## src/rtl/core/rmq_pkg.sv

```systemverilog
// shared types and constants for the rotation matrix to quaternion block
// no dependencies

package rmq_pkg;

	localparam int FIELD_W = 18;
	localparam int DIFF_W = 19;
	localparam int TRACE_W = 20;
	localparam int DEF_FRAC_BITS = 16;
	localparam int QUOT_BITS = 19;

	typedef struct packed {
		logic degen;
		logic signed [TRACE_W-1:0] tr;
		logic signed [DIFF_W-1:0] dx;
		logic signed [DIFF_W-1:0] dy;
		logic signed [DIFF_W-1:0] dz;
	} rmq_item_t;

endpackage

```

## src/rtl/core/rmq_front.sv

```systemverilog
// front: accepts a transaction, forms trace and off-diagonal differences, flags degenerate
// depends on rmq_pkg

module rmq_front import rmq_pkg::*; #(
	parameter int FRAC_BITS = DEF_FRAC_BITS
) (
	input  logic clk,
	input  logic arst_n,
	input  logic start,
	input  logic q_full,
	input  logic signed [FIELD_W-1:0] m00,
	input  logic signed [FIELD_W-1:0] m01,
	input  logic signed [FIELD_W-1:0] m02,
	input  logic signed [FIELD_W-1:0] m10,
	input  logic signed [FIELD_W-1:0] m11,
	input  logic signed [FIELD_W-1:0] m12,
	input  logic signed [FIELD_W-1:0] m20,
	input  logic signed [FIELD_W-1:0] m21,
	input  logic signed [FIELD_W-1:0] m22,
	output logic busy,
	output logic push,
	output rmq_item_t item
);

	localparam int FW = ((FRAC_BITS > TRACE_W) ? FRAC_BITS : TRACE_W) + 2;

	logic valid_s1;
	rmq_item_t item_s1;
	rmq_item_t item_d;
	logic signed [FW-1:0] s_ext;

	always_comb begin
		item_d.tr = TRACE_W'(m00) + TRACE_W'(m11) + TRACE_W'(m22);
		item_d.dx = DIFF_W'(m12) - DIFF_W'(m21);
		item_d.dy = DIFF_W'(m20) - DIFF_W'(m02);
		item_d.dz = DIFF_W'(m01) - DIFF_W'(m10);
		s_ext = FW'(item_d.tr) + (FW'(1) <<< FRAC_BITS);
		item_d.degen = s_ext[FW-1] || (s_ext == '0);
	end

	assign busy = valid_s1 && q_full;
	assign push = valid_s1 && !q_full;
	assign item = item_s1;

	always_ff @(posedge clk or negedge arst_n) begin
		if (!arst_n) begin
			valid_s1 <= 1'b0;
		end else if (!busy) begin
			valid_s1 <= start;
		end
	end

	always_ff @(posedge clk) begin
		if (start && !busy) begin
			item_s1 <= item_d;
		end
	end

endmodule

```

## config.mk

```make
export PLATFORM = sky130hd
export DESIGN_NAME = rmq_front
export DESIGN_NICKNAME = d
export VERILOG_FILES = /design/src/rtl/core/rmq_pkg.sv /design/src/rtl/core/rmq_front.sv
export SDC_FILE = /design/constraint.sdc
export NUM_CORES = 1
export LEC_CHECK = 0
export ABC_AREA = 1
export BUFFER_PORTS_ARGS = -buffer_cell sky130_fd_sc_hd__buf_2
export CAP_MARGIN = 20
export CORE_MARGIN = 5
export CORE_UTILIZATION = 50
export DETAILED_ROUTE_END_ITERATION = 8
export PLACE_DENSITY = 0.91
export SLEW_MARGIN = 20
export SYNTH_ARGS = -nofsm -noshare
export SYNTH_HDL_FRONTEND = slang
export SYNTH_SLANG_ARGS = --single-unit
```

## constraint.sdc

```tcl
create_clock -name clk -period 5.72 [get_ports clk]
set_input_delay 1.144 -clock clk [delete_from_list [all_inputs] [get_ports clk]]
set_output_delay 1.144 -clock clk [all_outputs]
set_load 0.005 [all_outputs]
```

* Word level (Yosys, flattened, before mapping)
Index checks and enable logic that the tools add are counted.
** Cells by class
- Reductions and logical operators :: 7
- Equality and inequality tests :: 0
- Bitwise logic cells :: 0
- $mul :: 0
- Shift operators :: 0
- Muxes and demuxes :: 0
- Add/subtract/negate cells :: 6
- Div/mod/pow operators :: 0
- $lt $le $gt $ge :: 0
** Operator list (count)
- subtractor 18 x 18 -> 19 bit :: 3
- logical NOT 22 bit :: 1
- adder 20 x 18 -> 21 bit, second input constant :: 1
- adder 19 x 18 -> 20 bit :: 1
- adder 18 x 18 -> 19 bit :: 1
- logical AND 1 bit :: 3
- logical NOT 1 bit :: 2
- logical OR 1 bit :: 1
** Storage, ports and cells
- Flip-flop bits (word level) :: 79
- Memory bits (read-only) :: 0
- Memories :: 0
- Bits of input ports :: 166
- Latch bits :: 0
- Output and inout port bits :: 80
- RAM bits :: 0
- Word-level logic and storage cells :: 19

* Depth between registers and ports, before layout
- Depth in word-level cells :: 5
- Gate-level depth with buffers :: 18
- Mapped depth without buffers :: 18

* Least setup slack after synthesis
OpenSTA, ideal clock, no wires.
- Kind :: input to register
- Start :: in q_full
- End :: reg item_s1 (netlist bit item[0]) (enable)
- Arrival :: 4543 ps
- Path buffers :: 0
- Setup time :: 516 ps
- Required time :: 5204 ps
- Path slack :: 662 ps
- Stages :: 3
- Path through :: nand2_1 inv_1 nor2_1
** Between the ends
- Longest elaborated chain between the ends :: 3
** Ends and longest elaborated chain
- from (decl) :: line rmq_front.sv:10 : input logic q_full,
- logical AND 1 bit :: line rmq_front.sv:41 : assign busy = valid_s1 && q_full;
- named net busy :: line rmq_front.sv:20 : output logic busy,
- logical NOT 1 bit :: line rmq_front.sv:54 : if (start && !busy) begin
- logical AND 1 bit :: line rmq_front.sv:54
- to (signal assigned) :: line rmq_front.sv:55 : item_s1 <= item_d;
- to (decl) :: line rmq_front.sv:28 : rmq_item_t item_s1;
The timed path passes the listed nets, and every way through them passes these cells.
A chain may end at the register's enable or synchronous reset.

==> metrics.md <==
| Metric | Value |
|---|---|
| Pin slew with the least headroom to its limit | 0.9698 ns |
| DR pass1 iterations | 5 |
| Yosys reg bits | 79 |
| Highest-delay cell along the critical path | fa_1 |
| Min Tclk post-route | 3.445 ns |
| Kind of start point of the critical path | primary input |
| Residual DRC count | 0 |
| Initial Util | 51.23% |
| 1st-iter DRT viols | 580 |
| Max IR drop VDD | 137.7 uV |
| Synth top cells by count | nand2_1, inv_1, edfxtp_1, ha_1, a21oi_1 |
| Hold Startpoint | valid_s1 |
| Pre-CTS WS | 1.984 ns |
| Worst-path fanout max | 4 |
| CP peak stage delay | 0.54 ns |
| Gr ovfl total | 0 |
| Skew-Pair Late Insertion Delay | 0.33 ns |
| Setup ws final | 2.275 ns |
| Max_slew headroom | 35.34% |
| Die Ht | 126.7 um |
| H-tree Lvls | 3 |
| Fill cell count | 1166 |
| Worst R2R Setup Slack | 3.93 ns |
| Final ANT Viol Nets | 0 |
| Dpl hpwl | 15250 um |
| Number of global-route vias before repair | 6080 |
| Root Buffer Master | clkbuf_16 |
| Top FF cell, synth | edfxtp_1 |
| Clock Sinks | 79 |
| Share of layout cells above drive strength 1 | 24.57% |
| Post-synth cell types | 25 |
| Post-CTS Setup Inserts | 0 |
| Cell with the most instances after synthesis | nand2_1 |
| Cells along the critical path | buf_2 -> fa_1 -> ha_1 -> inv_1 -> fa_1 -> inv_1 -> nand3_1 -> nand2_2 -> nand2_1 -> nand2_1 -> nand3_1 -> nand2_1 -> nand2_1 -> nand2_1 -> nand3_1 -> nand2_1 -> nand2_1 |
| Global-route wire length before repair | 28080 um |
| Cell count after placement | 1271 |
| Number of nets in the layout | 1366 |
| Fin util | 64.37% |
| Via count | 6582 |
| Detailed Route WL | 17950 um |
| Placer congestion estimate | 0.9284 |
| Placeable Area | 13300 um2 |
| CP endpoint kind | register |
| Clk_skew | 0.005482 ns |
| Crit-path most repeated cell | nand2_1 |
| Arr. time, crit path | 3.53 ns |
| RSZ-0062 raised after global routing | no |
| IO Pins | 246 |
| Post-CTS Hold Buffers | 0 |
| Fin Setup TNS | 0 ns |
| CP endpoint | item[77] |
| Mapped Cells | 849 |
| Area after DPL | 8273 um2 |
| Final instance area | 8558 um2 |
| Final setup vio count | 0 |
| Tcrit/Tclk final | 60.24% |
| Run status | finished clean |
| CTS tree | done |
| Post-CTS sizing | 0 |
| Yosys warning count | 0 |
| HP Class | reg -> reg |
| Worst Reg2Reg Path Length in Cells | 4 |
| Number of enable flip-flop cells after synthesis | 78 |
| CP Class | in -> reg |
| # rows | 42 |
| Power density cells | 249.5 nW/um2 |
| Post-synth net total | 1109 |
| Sequential cell area | 2367 um2 |
| Netlist Area Pre-Place | 6812 um2 |
| Total GRT Usage | 21.37% |
| Seq/Total Area, Yosys | 34.75% |
| Full die area | 16060 um2 |
| Multi-input logic area | 3814 um2 |
| Layout Cells excl Fill | 1289 |
| Asr flop ratio synth | 1.266% |
| Avg Cell Area, Syn | 8.023 um2 |
| Routed wire per std cell | 13.92 um |
| CTS clock-pin slew for the worst setup and hold paths | 0.06 ns |
| Pins Over Slew Limit | 0 |
| Final hold violation count | 0 |
| Largest net degree at the start of global routing | 79 |
| Die W | 126.7 um |
| Worst r2r dst | item[34] |
| Num CTS Buffers | 9 |
| Layout area overhead | 25.64% |
| Share of the synthesized area in the top cell type | 34.39% |
| CTS Buffer Depth | 2 |
| Power Total | 2.136 mW |
| CP required | 5.80 ns |
| Critical path launch point | m00[1] |
| Area leader, netlist | edfxtp_1 |
| Lkg Pwr | 4.728 nW |
| Port Buf Inserts | 245 |
| Max cap viols | 0 |
| Largest cells by area after synthesis | edfxtp_1, ha_1, nand2_1, inv_1, fa_1 |
| Via density | 5.106 |
| Worst r2r src | valid_s1 |
| Min Hold Slack | 0.5110 ns |
| Antenna violations before repair | 2 |
| F_max | 290.2 MHz |
-- worst max-delay path: cells and delay by family --
kind,cells,cell delay (ns)
adders and majority gates,3,1.17
and+or+nand+nor,11,0.90
buffers and inverters,3,0.30
-- metal layers --
layer,GRT usage (%),up-vias,routed length (um)
met5,0,-,0
met4,8.202,0,507
met3,3.951,37,1470
met2,36.86,300,8844
met1,26.58,2946,7127
li1,-,3299,-
-- logic make-up (layout without fill, tap and decap cells) --
logic type      count (synthesis)  count (layout)  synth area share, %
compound gates                105             105                9.074
xor+xnor                       40              40                5.143
fa+ha+maj                      94              94                19.69
buf+inv                       170             432                9.368
flops                          79              79                34.75
other cells                     0               2                    0
simple gates                  361             361                21.97
-- registers in the layout, summed over array words and instances (netlist names) --
signal / count
item: 78
valid_s1: 1
-- how the worst min path moves through the flow --
| stage | depth (start not counted) | to | slack, ns |
|---|---|---|---|
| finish | 2 | valid_s1 | 0.51 |
| global route | 2 | valid_s1 | 0.53 |
| CTS | 2 | valid_s1 | 0.52 |
| detailed placement | 2 | valid_s1 | 0.51 |
| global placement | 2 | valid_s1 | 0.47 |
| floorplan | 2 | valid_s1 | 0.46 |
-- placed cells by master (no fill, tap or decap), drive strengths merged, types with 3 or more instances in the layout --
cell type and n:
a21o 12, a21oi 58, a31oi 3, buf 246
clkbuf 10, clkinv 5, edfxtp 78, fa 22
ha 72, inv 170, nand2 240, nand3 50
nand4 9, nor2 44, nor3 7, nor4 9
o211ai 3, o21ai 22, o21bai 4, o221a 3
xnor2 13, xor2 27
-- final cells by class --
type	instances	share of cell area (%)
multi-input cells	600	44.56
flip-flops and latches	79	27.66
repair buffers	246	14.42
inverters	170	7.456
clock buffers	10	2.675
well taps	176	2.573
clock inverters	6	0.5994
diodes	2	0.05848
-- where the power goes --
group	internal (mW)	total, mW	switching (mW)
combinational	0.322	0.823	0.501
clock	0.332	0.546	0.214
sequential	0.749	0.766	0.0172
total	1.40	2.14	0.732
(Power assumes the default switching activity.)
