**config.mk**
```make
export PLATFORM = sky130hd
export DESIGN_NAME = rmq_queue
export DESIGN_NICKNAME = d
export VERILOG_FILES = /design/src/rtl/core/rmq_pkg.sv /design/src/rtl/core/rmq_queue.sv
export SDC_FILE = /design/constraint.sdc
export NUM_CORES = 1
export LEC_CHECK = 0
export ABC_AREA = 1
export CAP_MARGIN = 15
export CORE_MARGIN = 8
export CORE_UTILIZATION = 42
export DETAILED_ROUTE_END_ITERATION = 10
export DONT_BUFFER_PORTS = 1
export SKIP_CTS_REPAIR_TIMING = 1
export SYNTH_ARGS = -nofsm -noshare
export SYNTH_HDL_FRONTEND = slang
export SYNTH_SLANG_ARGS = --single-unit
```
**constraint.sdc**
```tcl
create_clock -name clk -period 4.6 [get_ports clk]
set_input_delay 0.46 -clock clk [delete_from_list [all_inputs] [get_ports clk]]
set_output_delay 0.46 -clock clk [all_outputs]
set_load 0.02 [all_outputs]
```
**src/rtl/core/rmq_pkg.sv**
```systemverilog
// shared types and constants for the rotation matrix to quaternion block
// no dependencies

package rmq_pkg;

	localparam int FIELD_W = 18;
	localparam int DIFF_W = 19;
	localparam int TRACE_W = 20;
	localparam int DEF_FRAC_BITS = 16;
	localparam int QUOT_BITS = 19;

	typedef struct packed {
		logic degen;
		logic signed [TRACE_W-1:0] tr;
		logic signed [DIFF_W-1:0] dx;
		logic signed [DIFF_W-1:0] dy;
		logic signed [DIFF_W-1:0] dz;
	} rmq_item_t;

endpackage

```
**src/rtl/core/rmq_queue.sv**
```systemverilog
// two-entry queue between front and back
// depends on rmq_pkg

module rmq_queue import rmq_pkg::*; (
	input  logic clk,
	input  logic arst_n,
	input  logic push,
	input  rmq_item_t wr_item,
	output logic full,
	output logic pop,
	output rmq_item_t rd_item
);

	rmq_item_t mem_q [0:1];
	logic wr_ptr_q;
	logic rd_ptr_q;
	logic [1:0] count_q;

	assign full = (count_q == 2'd2);
	assign pop = (count_q != 2'd0);
	assign rd_item = mem_q[rd_ptr_q];

	always_ff @(posedge clk or negedge arst_n) begin
		if (!arst_n) begin
			wr_ptr_q <= 1'b0;
			rd_ptr_q <= 1'b0;
			count_q <= 2'd0;
		end else begin
			if (push) wr_ptr_q <= !wr_ptr_q;
			if (pop) rd_ptr_q <= !rd_ptr_q;
			count_q <= count_q + 2'(push) - 2'(pop);
		end
	end

	always_ff @(posedge clk) begin
		if (push) begin
			mem_q[wr_ptr_q] <= wr_item;
		end
	end

endmodule

```
Word level (Yosys, flattened, before mapping)
Memories as Yosys holds them, arrays and structs flattened.
Index checks and enable logic that the tools add are counted.
- memories kept: 1
- flip-flop bits (word level): 4
- word-level logic and storage cells: 12
- output and inout bits: 80
- bits in writable memories: 156
- input bits: 81
- $add $sub $neg: 2
- reductions and logical operators: 3
- equality and inequality tests: 1
- multiplexer cells: 2
- memories (memory ; depth ; bits a word ; rd ports ; clocked after memory_dff ; wr ports ; RTL line ; RTL):
    mem_q ; 2 ; 78 ; 1 ; 0 ; 1 ; rmq_queue.sv:14 ; rmq_item_t mem_q [0:1];
- operators with widths (kind ; count):
    adder 2 x 1 -> 2 bit ; 1
    == test 2 bit, second input constant ; 1
    logical NOT 1 bit ; 2
    2-to-1 mux 1 bit ; 2
    nonzero test 2 bit ; 1
    subtractor 2 x 1 -> 2 bit ; 1

Logic depth before layout (Yosys ltp)
Gate-level depths: netlist of the first run.
- word-level depth: 2
- gate-level depth with buffers: 6
- gate-level depth less buffers: 5

Worst setup path after synthesis of the first run
OpenSTA, ideal clock, no wires.
- kind: input-to-reg
- start point: input port push
- end point: memory mem_q[0][0] in the netlist's numbering (enable)
- slack: 315 ps
- buffers on the path: 0
- stages: 2
- data required time: 4083 ps
- data arrival time: 3768 ps
- setup time: 517 ps
- cells stage by stage: inv_1 -> nor2_1
- word-level cells in the longest chain between the ends: 2
- ends and longest elaborated chain (item ; RTL line ; RTL):
    start, declared ; rmq_queue.sv:7 ; input logic push,
    2-to-1 mux 1 bit ; rmq_queue.sv:36 ; if (push) begin
    2-to-1 mux 1 bit (implied by the code) ; rmq_queue.sv:37 ; mem_q[wr_ptr_q] <= wr_item;
    end, declared ; rmq_queue.sv:14 ;
Every way passes these cells.

==> out/metrics.yaml, run 1 <==
sta:
  fin_setup_tns_ps: 0
  drv_slew: 0
  timing.fmax_mhz: 435
  post-route-period-util: 0.500
  finalClockSkew_ps: 4.05
  rsz0062_at_grt: "false"
  slew_headroom: 0.406
  fin_ws_ps: 2300
  setup_viol: 0
  fin_crit_ps: 2300
  finalHoldViolCount: 0
  tightest_slew_ps: 892
floorplanning:
  start_util: 0.426
  die_area_mm2: 0.0180
  core-area_mm2: 0.0138
  dieHeight_um: 134
  fp-row-count: 43
  die_w_um: 134
  io_pins: 161
synth:
  synth_top_family_by_area: "simple AND/OR/NAND/NOR gates"
  synth_xor_xnor_area_share: 0.00149
  synth_top_cell_area_share: 0.799
  avgSynthCellArea_um2: 13.6
  syn_nets: 512
  yosysTopAreaCell: "edfxtp_1"
  synth_area_leaders: "edfxtp_1 (80%), nand2_1 (15%), dfrtp_1 (1.7%), buf_2 (1.0%), buf_6 (0.58%)"
  synth_cells: 430
  synth_mux_area_frac: 0
  synth-simple-area-share: 0.157
  ys_seq_area_frac: 0.816
  ys_warn_count: 0
  synthDistinctLibCells: 13
  synth_fa_ha_area_frac: 0.00213
  synth_seq_cells: 160
  synth_compound_area_frac: 0.000853
  synth_area_mm2: 0.00586
clock_network:
  numCtsBuffers: 17
  cts_buffer_depth: 2
  cts_tree: "built"
  cts-root-buf: "clkbuf_16"
  cts-htree-levels: 4
  cts_num_sinks: 160
  clock_latency_ps: 410
  cts.clk_slew.worst_paths_ps: 60
worst_setup_path:
  max_stage_delay_ps: 660
  worst_setup_path_start_kind: "flop"
  critPathKind: "flop to output port"
  cp_num_buf_inv: 1
  critical_path_required_ps: 4140
  worstPathMaxFanout: 79
  crit_path_frequent_cell: "nand2_1"
  arrival_ps: 1840
  cpMaxStageDelayCell: "buf_4"
  crit_chain: "buf_4 -> nand2_1 -> nand2_1"
  cpLargestDelayFamily: "buffers and inverters"
  worstSetupEndpointType: "output port"
routing:
  drtIter0Drc: 209
  routed-via-count: 3031
  drt-total-wl_um: 11400
  first_pass_iters: 4
  route.detailed.drc: 0
  viasPerCell: 4.83
  antenna_left: 0
  wl_per_cell_um: 18.1
placed_design:
  pre_cts_ws_ps: 2420
  io_buffers: 0
  dp_cells: 597
  dp_hpwl_um: 7340
  gp_congestion: 0.704
finish:
  antennaDiodeCount: 0
  final_util: 0.478
  final_cells: 628
  n_fill_cell: 1225
  final_nets: 519
  drive_gt1_frac: 0.0781
  area_delta_synth_final_pct: 12.2
global_route:
  grt-ovfl-total: 0
  antenna_found_initial: 0
  grtUsageTotal: 0.124
  grt_max_degree: 80
  grt_pass1_vias: 2943
  grt_pass1_wl_um: 16700
power:
  p_per_area_mw_per_mm2: 597
  power_mw: 3.93
  irDropWorstVdd_mv: 0.309
  total_leakage_power_nw: 2.55
outcome:
  status: "completed"
run:
  maxCapViolations: 0
min_path:
  hold_path_class: "primary input to flop"
## final timing paths
kind	start	endpoint	slack, ps	cells after the start
worst min-delay path	push	wr_ptr_q	140	1
worst max register to register	wr_ptr_q	mem_q[1][55]	2520	3
worst max-delay path	rd_ptr_q	rd_item[73]	2300	3
min in group asynchronous	arst_n	count_q[0]	320	1
max in group asynchronous	arst_n	rd_ptr_q	4090	1
worst min register to register	wr_ptr_q	wr_ptr_q	550	1
## per-stage QoR
stage / instance area (um2) / hold slack [ps]
final: 6580 / 139
after global routing: 6580 / 113
after CTS: 6570 / -283
after detailed placement: 6020 / 165
after global placement: 6020 / 165
after floorplan: 5860 / 164
## per-layer routing
metal,GRT usage,up-vias,routed length (um)
met5,0,-,0
met3,0.0954,11,1760
met2,0.185,126,5140
li1,-,1462,-
met1,0.130,1432,4370
met4,0.0449,0,123
## cell usage after synthesis
cell type / count
ha_1: 1
inv_1: 4
nand2_1: 240
buf_2: 12
buf_4: 2
nor2_1: 4
buf_6: 3
inv_4: 1
dfrtp_1: 4
o21ai_0: 1
nand3b_1: 1
edfxtp_1: 156
xor2_1: 1
## final cells by class
| type | instances | area, um2 | share of cell area |
|---|---|---|---|
| sequential | 160 | 4790 | 0.727 |
| multi-input combinational | 248 | 957 | 0.145 |
| clock buffer | 18 | 429 | 0.0652 |
| tap | 180 | 225 | 0.0342 |
| clock inverter | 12 | 120 | 0.0183 |
| timing repair buffer | 5 | 40.0 | 0.00608 |
| inverter | 5 | 22.5 | 0.00342 |
## state kept, by name (all words and copies together), names as in the netlist
register / flops
rd_ptr_q: 1
wr_ptr_q: 1
count_q: 2
mem_q: 156
## cell usage in the layout (no fill, tap or decap), types with 2 or more instances in the layout
master and instances:
nand2_1 240, dfrtp_1 3, clkinvlp_4 2, clkinv_1 2, inv_1 3, clkbuf_16 17, buf_4 4, bufinv_16 2
edfxtp_1 156, clkinv_2 5, nor2_1 3
## where the power goes
part | leakage, nW | switching, mW | internal (mW) | total (mW)
clock | 0.267 | 0.511 | 0.786 | 1.30
combinational | 0.771 | 0.550 | 0.0910 | 0.641
sequential | 1.51 | 0.0604 | 1.93 | 1.99
total | 2.55 | 1.12 | 2.80 | 3.93
## logic make-up after synthesis
| logic type | after synthesis |
|---|---|
| AO/OA/AOI/OAI | 1 |
| XOR/XNOR | 1 |
| AND/OR/NAND/NOR | 245 |
| buffers and inverters | 22 |
| flip-flops | 160 |
| adder cells (fa/ha/maj) | 1 |
Power figures use the tool's default switching activity.
==> run 2, diff against run 1 <==
==> constraint.sdc (replaced) <==
create_clock -name clk -period 1.9 [get_ports clk]
set_input_delay 0.19 -clock clk [delete_from_list [all_inputs] [get_ports clk]]
set_output_delay 0.19 -clock clk [all_outputs]
set_load 0.02 [all_outputs]
==> out/metrics.yaml, run 2 (same netlist as run 1, synthesis figures left out) <==
outcome:
  status: "completed"
floorplanning:
  die_area_mm2: 0.0180  # unchanged
  io_pins: 161  # unchanged
  fp-row-count: 43  # unchanged
  start_util: 0.426  # unchanged
  die_w_um: 134  # unchanged
  dieHeight_um: 134  # unchanged
  core-area_mm2: 0.0138  # unchanged
global_route:
  grt_max_degree: 56  # -30%
  antenna_found_initial: 0  # unchanged
  grtUsageTotal: 0.131  # +0.00751
  grt_pass1_vias: 2937  # -0.20%
  grt_pass1_wl_um: 17400  # +4.1%
  grt-ovfl-total: 0  # unchanged
worst_setup_path:
  critical_path_required_ps: 1710  # -2430 ps
  cpMaxStageDelayCell: "dfrtp_2"
  max_stage_delay_ps: 440  # -220 ps
  arrival_ps: 1590  # -250 ps
  cp-startpoint: "rd_ptr_q"
  timing.rr.start: "wr_ptr_q"
  crit_path_frequent_cell: "nand2_1"
  cpLargestDelayFamily: "flip-flops"
  cp_num_buf_inv: 2  # +1
  critPathKind: "flop to output port"
  crit_chain: "inv_6 -> buf_4 -> nand2_1 -> nand2_1"
  worstSetupEndpointType: "output port"
  worstPathMaxFanout: 24  # -70%
  worst_setup_path_start_kind: "flop"
power:
  total_leakage_power_nw: 2.91  # +14%
  p_per_area_mw_per_mm2: 1330  # +120%
  irDropWorstVdd_mv: 0.798  # +160%
finish:
  final_nets: 603  # +16%
  final_cells: 713  # +14%
  area_delta_synth_final_pct: 27.7
  top_register: "mem_q"
  layout_common_cells: "nand2_1 (239), edfxtp_1 (156), dlygate4sd3_1 (80), clkbuf_16 (17)"
  largest_reg_flops: 156  # unchanged
  reg.largest.list: "mem_q x156, count_q x2"
  layout_commonest_cell: "nand2_1"
  fin_area_mm2: 0.00749  # +14%
  drive_gt1_frac: 0.0750  # -0.00308
  antennaDiodeCount: 0  # unchanged
placed_design:
  dp_hpwl_um: 7730  # +5.3%
  dp_cells: 602  # +0.84%
  place_area_mm2: 0.00610  # +1.3%
  pre_cts_ws_ps: 423  # -2000 ps
  gp_congestion: 0.731  # +3.8%
  io_buffers: 0  # unchanged
routing:
  drt-total-wl_um: 12300  # +8.3%
  wl_met3_um: 989  # -44%
  routed-via-count: 3381  # +12%
  route.detailed.drc: 0  # unchanged
  top_layer_used: "met4"
  first_pass_iters: 4  # unchanged
  wl_per_cell_um: 17.3  # -4.6%
  met2WireLength_um: 6360  # +24%
  viasPerCell: 4.74  # -1.8%
  antenna_left: 0  # unchanged
  routedLengthMet1_um: 4840  # +11%
  drtIter0Drc: 152  # -27%
sta:
  drv_slew: 0  # unchanged
  rsz0062_at_grt: "false"
  tightest_slew_ps: 461  # -430 ps
  fin_ws_ps: 119  # -2180 ps
  finalClockSkew_ps: 7.10  # +3.05 ps
  timing.fmax_mhz: 561
  slew_headroom: 0.692  # +0.287
  finalHoldViolCount: 0  # unchanged
  whs_ps: 45.0  # -94.2 ps
  post-route-period-util: 0.937
  fin_crit_ps: 1780
  setup_viol: 0  # unchanged
clock_network:
  cts.clk_slew.worst_paths_ps: 60  # about the same
  clock_latency_ps: 420  # about the same
  cts_tree: "built"
  cts_buffer_depth: 2  # unchanged
  cts-htree-levels: 4  # unchanged
  cts_num_sinks: 160  # unchanged
  numCtsBuffers: 17  # unchanged
  cts-root-buf: "clkbuf_16"
run:
  maxCapViolations: 0  # unchanged
min_path:
  hold_path_class: "primary input to async pin"
==> run 2: cell types whose count changed in the layout (fill, tap and decap cells not counted), sizes merged <==
| cell | delta |
|---|---|
| buf | +5 |
| bufinv | +1 |
| clkbuf | +2 |
| clkinv | -4 |
| clkinvlp | +3 |
| dlygate4sd3 | +79 |
| inv | -1 |
==> run 2: cell type report <==
| type | count | area (um2) |
|---|---|---|
| Clock buffer | 20 | 437 |
| Clock inverter | 11 | 141 |
| Fill cell | 1133 | 6290 |
| Inverter | 5 | 27.5 |
| Multi-Input combinational cell | 248 | 960 |
| Sequential cell | 160 | 4790 |
| Tap cell | 180 | 225 |
| Timing Repair Buffer | 89 | 910 |
==> run 2: worst paths after layout <==
check | end | slack, ps | depth (start not counted)
worst max-delay path | rd_item[32] | 120 | 4
worst min-delay path | count_q[1] | 50 | 1
worst max register to register | mem_q[1][54] | 510 | 3
worst min register to register | wr_ptr_q | 570 | 1
max in group asynchronous | rd_ptr_q | 1660 | 1
min in group clk | mem_q[0][32] | 280 | 3
==> run 2: power by group <==
group | internal, mW | total [mW] | switching, mW
Sequential | 4.65 | 4.81 | 0.157
Combinational | 0.392 | 1.80 | 1.41
Clock | 2.05 | 3.33 | 1.28
==> run 2: worst reg2reg max path, cell delays in order (launching register included) <==
cell        delay (ps)
dfrtp_1            440
nand2_2             90
clkinvlp_4          90
buf_4              400
==> run 2: through the flow <==
step,setup TNS (ps),power (mW),util
2_1_floorplan,-16680,6.15,-
3_3_place_gp,0,6.54,0.443
3_5_place_dp,0,6.58,0.443
4_1_cts,-478,9.91,0.485
5_1_grt,0,10.4,0.544
6_report,0,9.94,0.544
==> run 2: per-layer routing <==
layer  global-route usage  up-vias
li1                     -     1626
met1                0.137     1636
met2                0.206      107
met3               0.0864       12
met4               0.0505        0
met5                    0        -
